[config.mk]
export PLATFORM = sky130hd
export DESIGN_NAME = timed_pwm_run_sequencer
export DESIGN_NICKNAME = d
export VERILOG_FILES = /design/src/hdl/tpwm_pkg.sv /design/src/hdl/tpwm_cfg.sv /design/src/hdl/tpwm_step.sv /design/src/hdl/timed_pwm_run_sequencer.sv
export VERILOG_INCLUDE_DIRS = /design/src /design/src/hdl
export SDC_FILE = /design/constraint.sdc
export NUM_CORES = 1
export LEC_CHECK = 0
export BUFFER_PORTS_ARGS = -buffer_cell sky130_fd_sc_hd__buf_2
export CAP_MARGIN = 40
export CORE_ASPECT_RATIO = 1.2
export CORE_MARGIN = 2
export CORE_UTILIZATION = 50
export DETAILED_ROUTE_END_ITERATION = 8
export PLACE_DENSITY = 0.8
export SYNTH_ARGS = -nofsm -noshare
export SYNTH_HDL_FRONTEND = slang
export SYNTH_SLANG_ARGS = --single-unit
[constraint.sdc]
create_clock -name clk -period 5 [get_ports clk]
set_clock_uncertainty 0.05 [all_clocks]
set_input_delay 0.75 -clock clk [delete_from_list [all_inputs] [get_ports clk]]
set_output_delay 0.75 -clock clk [all_outputs]
set_load 0.02 [all_outputs]
[src/hdl/timed_pwm_run_sequencer_assert.svh]
// assertion macros for the pwm run sequencer
// expects clk and arst_n in the scope of each use
`ifndef TIMED_PWM_RUN_SEQUENCER_ASSERT_SVH
`define TIMED_PWM_RUN_SEQUENCER_ASSERT_SVH
`ifndef SYNTHESIS
`define TPWM_ASSERT(label, prop, msg) \
	label: assert property (@(posedge clk) disable iff (!arst_n) (prop)) else $error(msg);
`define TPWM_ASSERT_ALWAYS(label, prop, msg) \
	label: assert property (@(posedge clk) (prop)) else $error(msg);
`else
`define TPWM_ASSERT(label, prop, msg)
`define TPWM_ASSERT_ALWAYS(label, prop, msg)
`endif
`endif

[src/hdl/tpwm_pkg.sv]
// types and constants for the pwm run sequencer
// no dependencies
`default_nettype none
package tpwm_pkg;

	localparam int unsigned TIME_W = 32;
	localparam int unsigned DUTY_W = 9;
	localparam int unsigned STEP_W = 6;
	localparam int unsigned PHASE_W = 2;
	localparam int unsigned IDX_W = 2;
	localparam int unsigned CFG_DATA_W = 32;
	localparam int unsigned IN_DATA_W = 40;
	localparam int unsigned OUT_DATA_W = 16;

	localparam logic [TIME_W-1:0] RAMP_INTERVAL_MS = 32'd10;
	localparam logic [DUTY_W-1:0] STOP_DUTY = 9'(500);

	localparam logic [PHASE_W-1:0] PH_IDLE = 2'd0;
	localparam logic [PHASE_W-1:0] PH_WAIT = 2'd1;
	localparam logic [PHASE_W-1:0] PH_RUN = 2'd2;
	localparam logic [PHASE_W-1:0] PH_STOP = 2'd3;

	localparam logic [IDX_W-1:0] REG_WAIT_TIME = 2'd0;
	localparam logic [IDX_W-1:0] REG_RUN_TIME = 2'd1;
	localparam logic [IDX_W-1:0] REG_TARGET_DUTY = 2'd2;
	localparam logic [IDX_W-1:0] REG_ACCEL_STEP = 2'd3;

	typedef struct packed {
		logic [TIME_W-1:0] wait_time_ms;
		logic [TIME_W-1:0] run_time_ms;
		logic [DUTY_W-1:0] goal_duty;
		logic [STEP_W-1:0] accel_step;
	} cfg_t;

	typedef struct packed {
		logic [PHASE_W-1:0] phase;
		logic start_pending;
		logic [TIME_W-1:0] phase_start_time;
		logic [TIME_W-1:0] last_ramp_time;
		logic [DUTY_W-1:0] ramp_duty;
		logic [DUTY_W-1:0] duty_held;
		logic work_flag;
	} seq_state_t;

	typedef struct packed {
		logic [PHASE_W-1:0] phase_now;
		logic working;
		logic duty_written;
		logic [DUTY_W-1:0] duty_out;
	} result_t;

	localparam seq_state_t STATE_RESET = '{
		phase: PH_IDLE,
		start_pending: 1'b0,
		phase_start_time: '0,
		last_ramp_time: '0,
		ramp_duty: STOP_DUTY,
		duty_held: STOP_DUTY,
		work_flag: 1'b0
	};

endpackage
`default_nettype wire

[src/hdl/tpwm_cfg.sv]
// configuration registers of the pwm run sequencer
// depends on tpwm_pkg
`default_nettype none
module tpwm_cfg
	import tpwm_pkg::*;
(
	input wire logic clk,
	input wire logic arst_n,
	input wire logic we,
	input wire logic [IDX_W-1:0] index,
	input wire logic [CFG_DATA_W-1:0] data,
	output cfg_t cfg
);

	cfg_t cfg_q;

	always_ff @(posedge clk or negedge arst_n) begin
		if (!arst_n) begin
			cfg_q.wait_time_ms <= '0;
			cfg_q.run_time_ms <= '0;
			cfg_q.goal_duty <= STOP_DUTY;
			cfg_q.accel_step <= '0;
		end else if (we) begin
			case (index)
				REG_WAIT_TIME: cfg_q.wait_time_ms <= data;
				REG_RUN_TIME: cfg_q.run_time_ms <= data;
				REG_TARGET_DUTY: cfg_q.goal_duty <= data[DUTY_W-1:0];
				REG_ACCEL_STEP: cfg_q.accel_step <= data[STEP_W-1:0];
				default: ;
			endcase
		end
	end

	assign cfg = cfg_q;

endmodule
`default_nettype wire

[src/hdl/tpwm_step.sv]
// next-state and result logic for one polling word
// depends on tpwm_pkg
`default_nettype none
module tpwm_step
	import tpwm_pkg::*;
(
	input wire cfg_t cfg,
	input wire seq_state_t cur,
	input wire logic [TIME_W-1:0] now_ms,
	input wire logic start_request,
	output seq_state_t nxt,
	output result_t res
);

	logic [TIME_W-1:0] phase_elapsed;
	logic [TIME_W-1:0] ramp_elapsed;
	logic [DUTY_W-1:0] duty_gap;
	logic written;

	assign phase_elapsed = now_ms - cur.phase_start_time;
	assign ramp_elapsed = now_ms - cur.last_ramp_time;
	assign duty_gap = cur.ramp_duty - cfg.goal_duty;

	always_comb begin
		nxt = cur;
		written = 1'b0;
		nxt.start_pending = cur.start_pending | start_request;
		case (cur.phase)
			PH_IDLE: begin
				if (nxt.start_pending) begin
					nxt.start_pending = 1'b0;
					nxt.phase_start_time = now_ms;
					nxt.phase = PH_WAIT;
				end
			end
			PH_WAIT: begin
				if (phase_elapsed >= cfg.wait_time_ms) begin
					nxt.work_flag = 1'b1;
					nxt.phase_start_time = now_ms;
					nxt.last_ramp_time = now_ms;
					if (cfg.accel_step == '0) begin
						nxt.duty_held = cfg.goal_duty;
					end else begin
						nxt.ramp_duty = STOP_DUTY;
						nxt.duty_held = STOP_DUTY;
					end
					written = 1'b1;
					nxt.phase = PH_RUN;
				end
			end
			PH_RUN: begin
				if (phase_elapsed >= cfg.run_time_ms) begin
					nxt.phase = PH_STOP;
				end else if (cfg.accel_step != '0 && cur.ramp_duty > cfg.goal_duty
						&& ramp_elapsed >= RAMP_INTERVAL_MS) begin
					nxt.last_ramp_time = now_ms;
					if (duty_gap > {{(DUTY_W-STEP_W){1'b0}}, cfg.accel_step})
						nxt.ramp_duty = cur.ramp_duty
							- {{(DUTY_W-STEP_W){1'b0}}, cfg.accel_step};
					else
						nxt.ramp_duty = cfg.goal_duty;
					nxt.duty_held = nxt.ramp_duty;
					written = 1'b1;
				end
			end
			default: begin
				nxt.duty_held = STOP_DUTY;
				nxt.ramp_duty = STOP_DUTY;
				nxt.work_flag = 1'b0;
				nxt.start_pending = 1'b0;
				written = 1'b1;
				nxt.phase = PH_IDLE;
			end
		endcase
	end

	assign res.duty_out = nxt.duty_held;
	assign res.duty_written = written;
	assign res.working = nxt.work_flag;
	assign res.phase_now = nxt.phase;

endmodule
`default_nettype wire

[src/hdl/timed_pwm_run_sequencer.sv]
// top level of the pwm run sequencer with soft-start ramp
// depends on tpwm_pkg, tpwm_cfg, tpwm_step and timed_pwm_run_sequencer_assert.svh
//
// each input word is one polling step: the free-running millisecond time and a
// start request. every accepted word gives exactly one output word holding the
// duty compare value, a written flag, the work flag and the phase.
// the input word is captured in an input register, the step logic runs between
// that register and the output register; m_tvalid rises once the word has passed
// both registers; one word per cycle goes back to back while m_tready is high.
// when the receiver holds m_tready low the output register keeps its word, the
// input register fills and s_tready then drops until the output word is taken.
// configuration writes go through cfg_we/cfg_index/cfg_data and take effect at
// the next edge; write them only while no word is in flight.
// reset clears the phase to idle, the flags and time stamps to zero, the duty
// to the stop value 500 and the registers to 0, 0, 500, 0.
`default_nettype none
`include "timed_pwm_run_sequencer_assert.svh"
module timed_pwm_run_sequencer
	import tpwm_pkg::*;
(
	input wire logic clk,
	input wire logic arst_n,
	input wire logic cfg_we,
	input wire logic [IDX_W-1:0] cfg_index,
	input wire logic [CFG_DATA_W-1:0] cfg_data,
	input wire logic s_tvalid,
	output logic s_tready,
	// now_ms[31:0], start_request[32], zero[39:33]
	input wire logic [IN_DATA_W-1:0] s_tdata,
	output logic m_tvalid,
	input wire logic m_tready,
	// duty_out[8:0], duty_written[9], working[10], phase_now[12:11], zero[15:13]
	output logic [OUT_DATA_W-1:0] m_tdata
);

	cfg_t cfg;
	seq_state_t st_q;
	seq_state_t st_next;
	result_t res;
	result_t res_q;
	logic valid_s1;
	logic [TIME_W-1:0] now_s1;
	logic start_s1;
	logic out_valid_q;
	logic adv;

	tpwm_cfg u_cfg (
		.clk(clk),
		.arst_n(arst_n),
		.we(cfg_we),
		.index(cfg_index),
		.data(cfg_data),
		.cfg(cfg)
	);

	tpwm_step u_step (
		.cfg(cfg),
		.cur(st_q),
		.now_ms(now_s1),
		.start_request(start_s1),
		.nxt(st_next),
		.res(res)
	);

	assign adv = valid_s1 && (!out_valid_q || m_tready);
	assign s_tready = !valid_s1 || adv;

	always_ff @(posedge clk or negedge arst_n) begin
		if (!arst_n) begin
			valid_s1 <= 1'b0;
			out_valid_q <= 1'b0;
			st_q <= STATE_RESET;
		end else begin
			if (s_tready)
				valid_s1 <= s_tvalid;
			if (adv) begin
				st_q <= st_next;
				out_valid_q <= 1'b1;
			end else if (m_tready) begin
				out_valid_q <= 1'b0;
			end
		end
	end

	// payload registers
	always_ff @(posedge clk) begin
		if (s_tready && s_tvalid) begin
			now_s1 <= s_tdata[TIME_W-1:0];
			start_s1 <= s_tdata[TIME_W];
		end
		if (adv)
			res_q <= res;
	end

	assign m_tvalid = out_valid_q;
	assign m_tdata = {{(OUT_DATA_W-$bits(result_t)){1'b0}}, res_q};

	`TPWM_ASSERT(a_work_matches_phase, st_q.work_flag == st_q.phase[1], "work flag out of step with phase")
	`TPWM_ASSERT(a_ramp_bounded, st_q.ramp_duty <= STOP_DUTY, "ramp duty above stop duty")
	`TPWM_ASSERT(a_commit_gives_word, adv |=> out_valid_q, "committed step produced no output word")
	`TPWM_ASSERT(a_phase_holds, !adv |=> $stable(st_q.phase), "phase moved without a committed step")

endmodule
`default_nettype wire
# [Yosys cells after proc, flatten, opt, wreduce, memory -nomap -nowiden]
# Cells that the tools add are included.
[classes] n_addsub=4 mul=0 div_mod_pow=0 n_lt_le_gt_ge=5 n_eq_ne=10 shift=0 n_mux=21 bitwise_logic=2 reduce_logical=24
[op_table] cell="32-bit case mux with 2 select lines" n=2
[op_table] cell="50-bit two-way mux" n=2
[op_table] cell="83-bit two-way mux" n=1
[op_table] cell="32-bit greater-or-equal comparator" n=2
[op_table] cell="32-bit subtractor" n=2
[op_table] cell="18-bit case mux with 3 select lines" n=1
[op_table] cell="35-bit two-way mux" n=1
[op_table] cell="32-bit by 4-bit greater-or-equal comparator with 1-bit output (second input constant)" n=1
[op_table] cell="9-bit two-way mux" n=3
[op_table] cell="9-bit by 6-bit greater-than comparator with 1-bit output" n=1
[op_table] cell="9-bit greater-than comparator" n=1
[op_table] cell="9-bit by 6-bit subtractor with 9-bit output" n=1
[op_table] cell="9-bit subtractor" n=1
[op_table] cell="2-bit AND reduction" n=4
[op_table] cell="2-bit equality test (second input constant)" n=3
[op_table] cell="6-bit zero test" n=1
[op_table] cell="2-bit by 1-bit != test with 1-bit output (second input constant)" n=3
[op_table] cell="2-bit case mux with 3 select lines" n=1
[op_table] cell="6-bit AND reduction" n=1
[op_table] cell="2-bit nonzero test" n=3
[op_table] cell="6-bit nonzero test" n=1
[op_table] cell="1-bit two-way mux" n=5
[op_table] cell="5-bit AND reduction" n=1
[op_table] cell="2-bit by 1-bit equality test with 1-bit output (second input constant)" n=2
[op_table] cell="12 further kinds" n=22
[word_totals] register_bits=213 latchBits=0 ramBits=0 romBits=0 input_bits=79 out_inout_bits=18 memories=0

# [Depth between registers and ports, before layout]
# Gate-level depths: netlist (run 1).
[logic_depth] depth_word=6 mapped_depth=30 depth_no_buf=28

# [Cells and area by module]
# Synthesis (run 1) repeated with hierarchy kept, for this count alone.
[unflattened] hier_cells=1569 hier_area_um2=15890.2
[by_module_without_submodules] module="tpwm_step" n_inst=1 cells_per_inst=1161 area_each_um2=8072.7 seq_area_each_um2=0.0
[by_module_without_submodules] module="timed_pwm_run_sequencer" n_inst=1 cells_per_inst=240 area_each_um2=4822.1 seq_area_each_um2=3598.5
[by_module_without_submodules] module="tpwm_cfg" n_inst=1 cells_per_inst=168 area_each_um2=2995.4 seq_area_each_um2=1984.4

# [Least setup slack after synthesis (run 1)]
# No wires, ideal clock.
[synth_timing] path_type="register to register" from="register now_s1[4]" to="register res_q (netlist bit m_tdata[1]) (data pin)" arrival_time_ps=5209 required_time_ps=4689 slack_ps=-520 path_stages_with_launch=26 synth_period_minus_slack_ps=5520 cell_sequence="edfxtp_1 -> ha_1 -> and2_1 -> a31oi_1 -> o211ai_1 -> a2111oi_0 -> nor3_1 -> nor2_1 -> o21ai_0 -> a221o_1 -> a2111oi_0 -> o21bai_1 -> a21oi_1 -> xnor2_1 -> ha_1 -> nand4_1 -> nor3_1 -> a21oi_1 -> o311ai_0 -> a21o_1 -> nor3_1 -> o31a_1 -> buf_6 -> nand2b_1 -> a21oi_1 -> a221o_1"
[synth_lines] element="start, declared" line="timed_pwm_run_sequencer.sv:42" text="logic [TIME_W-1:0] now_s1;"
[synth_lines] element="start signal, assigned" line="timed_pwm_run_sequencer.sv:88" text="now_s1 <= s_tdata[TIME_W-1:0];"
[synth_lines] element="end signal, assigned" line="timed_pwm_run_sequencer.sv:92" text="res_q <= res;"
[synth_lines] element="end, declared" line="timed_pwm_run_sequencer.sv:40" text="result_t res_q;"

==> flow_summary.yaml, run 1 <==
status:
  status: "finished, violations left"
  failed_checks: "setup timing"
global_routing:
  overflow: 0
  grt_pass1_vias: 13300
  grt_pass1_wl_um: 68500
  grt_antenna_before_repair: 0
  grt_start_max_net_pins: 88
  grt_usage_pct: 27.9
detailed_routing:
  wl_um: 46400
  first_pass_iters: 5
  drt-vias-per-instance: 6.02
  drt_first_iter_violations: 1144
  antenna_left: 0
  drc: 0
  vias: 13300
  wire_per_inst_um: 21.0
layout:
  fillCellCount: 2174
  multi_input_area_um2: 8790
  regArea_um2: 5580
  layout-drive-gt1-share_pct: 28.2
  nets: 2045
  area_growth_pct: 26.3
  fin_cells: 2212
  antenna_cells: 0
sta:
  finalCriticalPeriod_ps: 6120
  hold_viol: 0
  worstMarginPinSlew_ps: 995
  setup_viol: 98
  fmax_mhz: 163
  final.period_utilization_pct: 122
  maxSlewViolCount: 0
  setup_ws_ps: -1120
  slew_headroom_pct: 33.6
  rsz0062_at_grt: "true"
clock_network:
  cts_buffers: 23
  clk_path_buf_depth: 3
  cts_tree: "done"
  clk_latency_ps: 530
  clockRootBuffer: "clkbuf_16"
  path_clk_slew_ps: 60
  clock_sinks: 213
  cts_max_level: 1
synth:
  synthArstFlopShare_pct: 78.4
  yosysTopAreaCellShare_pct: 25.4
  synth_largest_area_cell: "dfrtp_1"
  synth-seq-area-share_pct: 38.1
  syn_avg_cell_area_um2: 9.39
  yosys_warnings: 0
  synth_cells: 1561
  synth_area_um2: 14700
  synth_area_leaders: "dfrtp_1 (25%), ha_1 (13%), edfxtp_1 (9.4%), mux2_2 (5.1%), inv_1 (4.7%)"
  ys_types: 80
  ys.flop_type: "dfrtp_1"
  synth_common_cells: "inv_1 (183), ha_1 (152), dfrtp_1 (149), o21ai_0 (124), nand2_1 (107)"
  synth_edf_count: 46
  ys_ff_latch: 213
  synth.most_common_cell: "inv_1"
die:
  dieArea_um2: 30700
  rows: 68
  die_w_um: 160
  io_pins: 97
  core_um2: 28800
  start_util_pct: 50.8
  die_h_um: 192
flow_run:
  maxCapViolCount: 0
setup_path:
  worst-path-max-fanout: 8
  cpPeakStageDelay_ps: 470
  worst_setup_path_end_kind: "register"
  crit_type: "reg -> reg"
  start_kind: "register"
  critical_path_buf_inv_count: 3
  path_delay_family: "compound AO/OA/AOI/OAI gates"
  critical_path_required_ps: 5220
  critPathSlowestCell: "a2111oi_4"
  critical_path_arrival_ps: 6340
placement:
  place_ws_ps: -843
  dpl.hpwl_um: 32500
  place_inst: 2133
  place_congestion: 0.978
  portBuffers: 86
min_path:
  hp-class: "in -> async"
power_and_ir_drop:
  leakagePower_nw: 8.73
  pwr_density_cell_nw_per_um2: 705
  max-vdd-ir-drop_v: 0.000303
-- through the flow --
stage	TNS [ps]	util, %	instance area [um2]	hold WS [ps]	total power, W
final	-87530	64.2	18500	223	0.0131
after global routing	-104740	64.2	18500	275	0.0139
after CTS	-47460	61.8	17800	248	0.0121
after detailed placement	-58230	58.0	16700	419	0.00997
after global placement	-42560	57.9	16700	411	0.00966
after floorplan	-918	-	14800	400	0.00738
-- timing repair --
| item | CTS | global route |
|---|---|---|
| setup endpoints to repair | 98 | 98 |
| gates cloned | 2 | 11 |
| gates resized for setup | 70 | 121 |
| hold buffers | 0 | 0 |
| pin swaps | 12 | 92 |
| endpoints found under the hold margin | 0 | 0 |
| buffers inserted | 13 | 13 |
-- cell usage in the layout (no fill, tap or decap), types with 27 or more instances in the layout --
cell,instances
nor2_1,70
ha_1,146
a21oi_1,85
edfxtp_1,46
buf_4,161
xnor2_1,31
o21ai_0,78
a21o_1,60
nand4_1,27
dfrtp_1,149
mux2_2,50
nand2_1,84
inv_1,180
clkbuf_16,33
buf_2,85
o21ai_1,37
-- registers in the layout, indices dropped and copies added, names as in the netlist --
signal,cells
valid_s1,1
st_q,86
m_tvalid,1
u_cfg.cfg,79
m_tdata,13
start_s1,1
now_s1,32
-- report_power, final --
part           switching (W)  total (W)  internal (W)  leakage [nW]
Combinational        0.00466    0.00867       0.00401          5.89
Sequential          0.000346    0.00268       0.00234          2.46
Clock               0.000720    0.00171      0.000995         0.375
-- worst paths after layout --
check	startpoint	to	slack, ps	cells past startpoint
setup / recovery	st_q[54]	m_tdata[2]	-1120	26
hold / removal	arst_n	st_q[68]	220	1
setup reg to reg	st_q[54]	m_tdata[2]	-1120	26
hold reg to reg	valid_s1	m_tvalid	430	1
max in group asynchronous	arst_n	st_q[6]	3540	2
min in group clk	s_tdata[18]	now_s1[18]	340	1
-- logic make-up (layout without fill, tap and decap cells) --
family,after synthesis,in the layout,share of synthesized area [%]
mux,72,72,5.48
compound gates,482,482,21.8
simple gates,345,346,11.6
buf+inv,243,506,6.51
other cells,1,3,0.0256
flops,213,213,38.1
fa+ha+maj,156,156,13.5
xor+xnor,49,49,2.93
-- layer usage --
metal | vias to the layer above | wire [um] | global-route usage, %
met5 | - | 0 | 0
met4 | 0 | 2760 | 12.9
met3 | 191 | 2420 | 3.43
met2 | 513 | 23300 | 51.5
met1 | 6464 | 18000 | 32.4
li1 | 6141 | - | -
-- layout make-up --
class / instances / area share [%]
flip-flops and latches: 213 / 30.1
clock buffers: 32 / 3.63
clock inverters: 10 / 0.459
repair buffers: 281 / 12.0
well taps: 385 / 2.60
inverters: 183 / 3.71
multi-input cells: 1108 / 47.5
Note: power is estimated with default switching activity, not from simulation.
==> inputs of run 2 (changes only) <==
--- a/config.mk
+++ b/config.mk
@@ -12,6 +12,7 @@
 export CORE_MARGIN = 2
 export CORE_UTILIZATION = 50
 export DETAILED_ROUTE_END_ITERATION = 8
+export MAX_ROUTING_LAYER = met4
 export PLACE_DENSITY = 0.8
 export SYNTH_ARGS = -nofsm -noshare
 export SYNTH_HDL_FRONTEND = slang
==> run 2 against run 1 <==
The flow still finishes with violations (setup timing). Global-route usage grew 1.7 points. First-iteration DRC count shrank 17%. Flip-flop and latch count did not move. Routed wire length about the same. Cell count is 0.50% higher. Core utilization shrank 0.091 points. Worst hold slack improved by 110 ps. Total power decreased by 1.3%. Non-clock buffer count increased by 10.
==> flow_summary.yaml, run 2 (same netlist as run 1, synthesis figures left out) <==
status:
  status: "finished, violations left"
  failed_checks: "setup timing"
setup_path:
  worst-path-stages: 28
  critical_path_buf_inv_count: 4
  worst-path-max-fanout: 5
  cpPeakStageDelay_ps: 430
  start_kind: "register"
  cpMostUsedCell: "a21o_1"
  crit_type: "reg -> reg"
  path_delay_family: "compound AO/OA/AOI/OAI gates"
  reg2reg_depth: 28
  critPathSlowestCell: "o41ai_4"
  worst_setup_path_end_kind: "register"
  critical_path_arrival_ps: 6200
  critical_path_required_ps: 5230
placement:
  place_congestion: 0.965
  dpl.hpwl_um: 32800
  dpl_cell_area_um2: 16800
  portBuffers: 86
detailed_routing:
  wl_um: 46400
  wire_per_inst_um: 20.9
  drc: 0
  drt_first_iter_violations: 947
  antenna_left: 0
  first_pass_iters: 5
  drt-vias-per-instance: 6.03
  vias: 13400
flow_run:
  maxCapViolCount: 0
sta:
  maxSlewViolCount: 0
  final.period_utilization_pct: 119
  fmax_mhz: 167
  finalCriticalPeriod_ps: 5970
  slew_headroom_pct: 37.5
  tns_ps: -71880
  setup_viol: 98
  setup_ws_ps: -973
  hold_viol: 0
  worstMarginPinSlew_ps: 937
  rsz0062_at_grt: "true"
global_routing:
  grt_pass1_wl_um: 70500
  grt_pass1_vias: 13400
  grt_start_max_net_pins: 94
  grt_antenna_before_repair: 0
  grt_usage_pct: 29.6
  overflow: 0
clock_network:
  path_clk_slew_ps: 60
  clockRootBuffer: "clkbuf_16"
  clk_path_buf_depth: 3
  clock_sinks: 213
  cts_buffers: 24
  clk_latency_ps: 540
  cts_tree: "done"
  cts_max_level: 1
min_path:
  hold_depth: 1
  hp-class: "in -> reg"
layout:
  final_common_cell: "inv_1"
  largest-register: "st_q"
  finish.instance_area_um2: 18500
  nets: 2056
  largest_register_ffs: 86
  layout-drive-gt1-share_pct: 27.6
  most-common-layout-cells: "inv_1 (179), buf_4 (170), dfrtp_1 (149)"
  area_growth_pct: 26.1
  antenna_cells: 0
die:
  die_w_um: 160
  start_util_pct: 50.8
  rows: 68
  die_h_um: 192
  io_pins: 97
  dieArea_um2: 30700
  core_um2: 28800
power_and_ir_drop:
  leakagePower_nw: 8.67
  max-vdd-ir-drop_v: 0.000285
  pwr_density_cell_nw_per_um2: 698
==> run 2: cell count changes in the layout (fill, tap and decap cells not counted), moves of 5 or more <==
cell	before	now
a21oi_1	85	90
a21oi_2	11	4
buf_4	161	170
mux2_2	50	57
mux2_4	16	9
nand2_1	84	98
nand2_2	12	5
nand2_4	11	3
==> run 2: power breakdown <==
group          leakage [nW]  switching (W)  internal (W)
clock                 0.361       0.000738      0.000964
sequential             2.46       0.000332       0.00234
combinational          5.85        0.00460       0.00393
total                  8.67        0.00567       0.00723
==> run 2: cell type report <==
type	count	area [um2]
Clock buffer	34	689
Multi-Input combinational cell	1108	8720
Sequential cell	213	5580
Fill cell	2188	10300
Clock inverter	9	66.3
Tap cell	385	482
Timing Repair Buffer	291	2270
Inverter	183	687
==> run 2: path summary, 6_finish.rpt <==
kind / slack [ps] / start / to
max: -970 / now_s1[0] / m_tdata[2]
min: 330 / s_tdata[11] / now_s1[11]
max reg2reg: -970 / now_s1[0] / m_tdata[2]
min reg2reg: 450 / st_q[72] / st_q[72]
max in group asynchronous: 3140 / arst_n / u_cfg.cfg[12]
min in group asynchronous: 540 / arst_n / u_cfg.cfg[63]
==> run 2: worst register-to-register path, delay by kind of cell, from the launching register on <==
family,cells,cell delay [ps]
adders and majority gates,3,790
AOI/OAI and AO/OA,15,3250
buffers and inverters,4,420
xor gates and xnor gates,1,110
and+or+nand+nor,5,700
DFF,1,420
==> run 2: what timing repair did <==
item / 4_1_cts / 5_1_grt
hold endpoints to repair: 8 / 0
resized for setup: 60 / 102
cloned: 4 / 5
hold buffers: 1 / 0
pin swaps: 24 / 36
buffers inserted: 18 / 14
setup endpoints to repair: 98 / 98
==> run 2: routing by layer <==
metal	global-route usage (%)	wire (um)	up-vias
met3	3.26	2270	173
met2	50.5	22900	532
met1	34.4	18200	6552
met4	16.6	2950	0
li1	-	-	6156
met5	-	0	-
==> run 2: stage by stage <==
stage | total power (W) | utilization, % | std cells | hold WS [ps] | worst slack (ps)
finish | 0.0129 | 64.1 | 2223 | 334 | -973
global route | 0.0138 | 64.1 | 2223 | 322 | -1180
CTS | 0.0121 | 62.4 | 2207 | 316 | -664
detailed placement | 0.00995 | 58.3 | 2141 | 423 | -820
global placement | 0.00964 | 58.1 | 2139 | 410 | -602
floorplan | 0.00738 | - | 1563 | 400 | -77.3
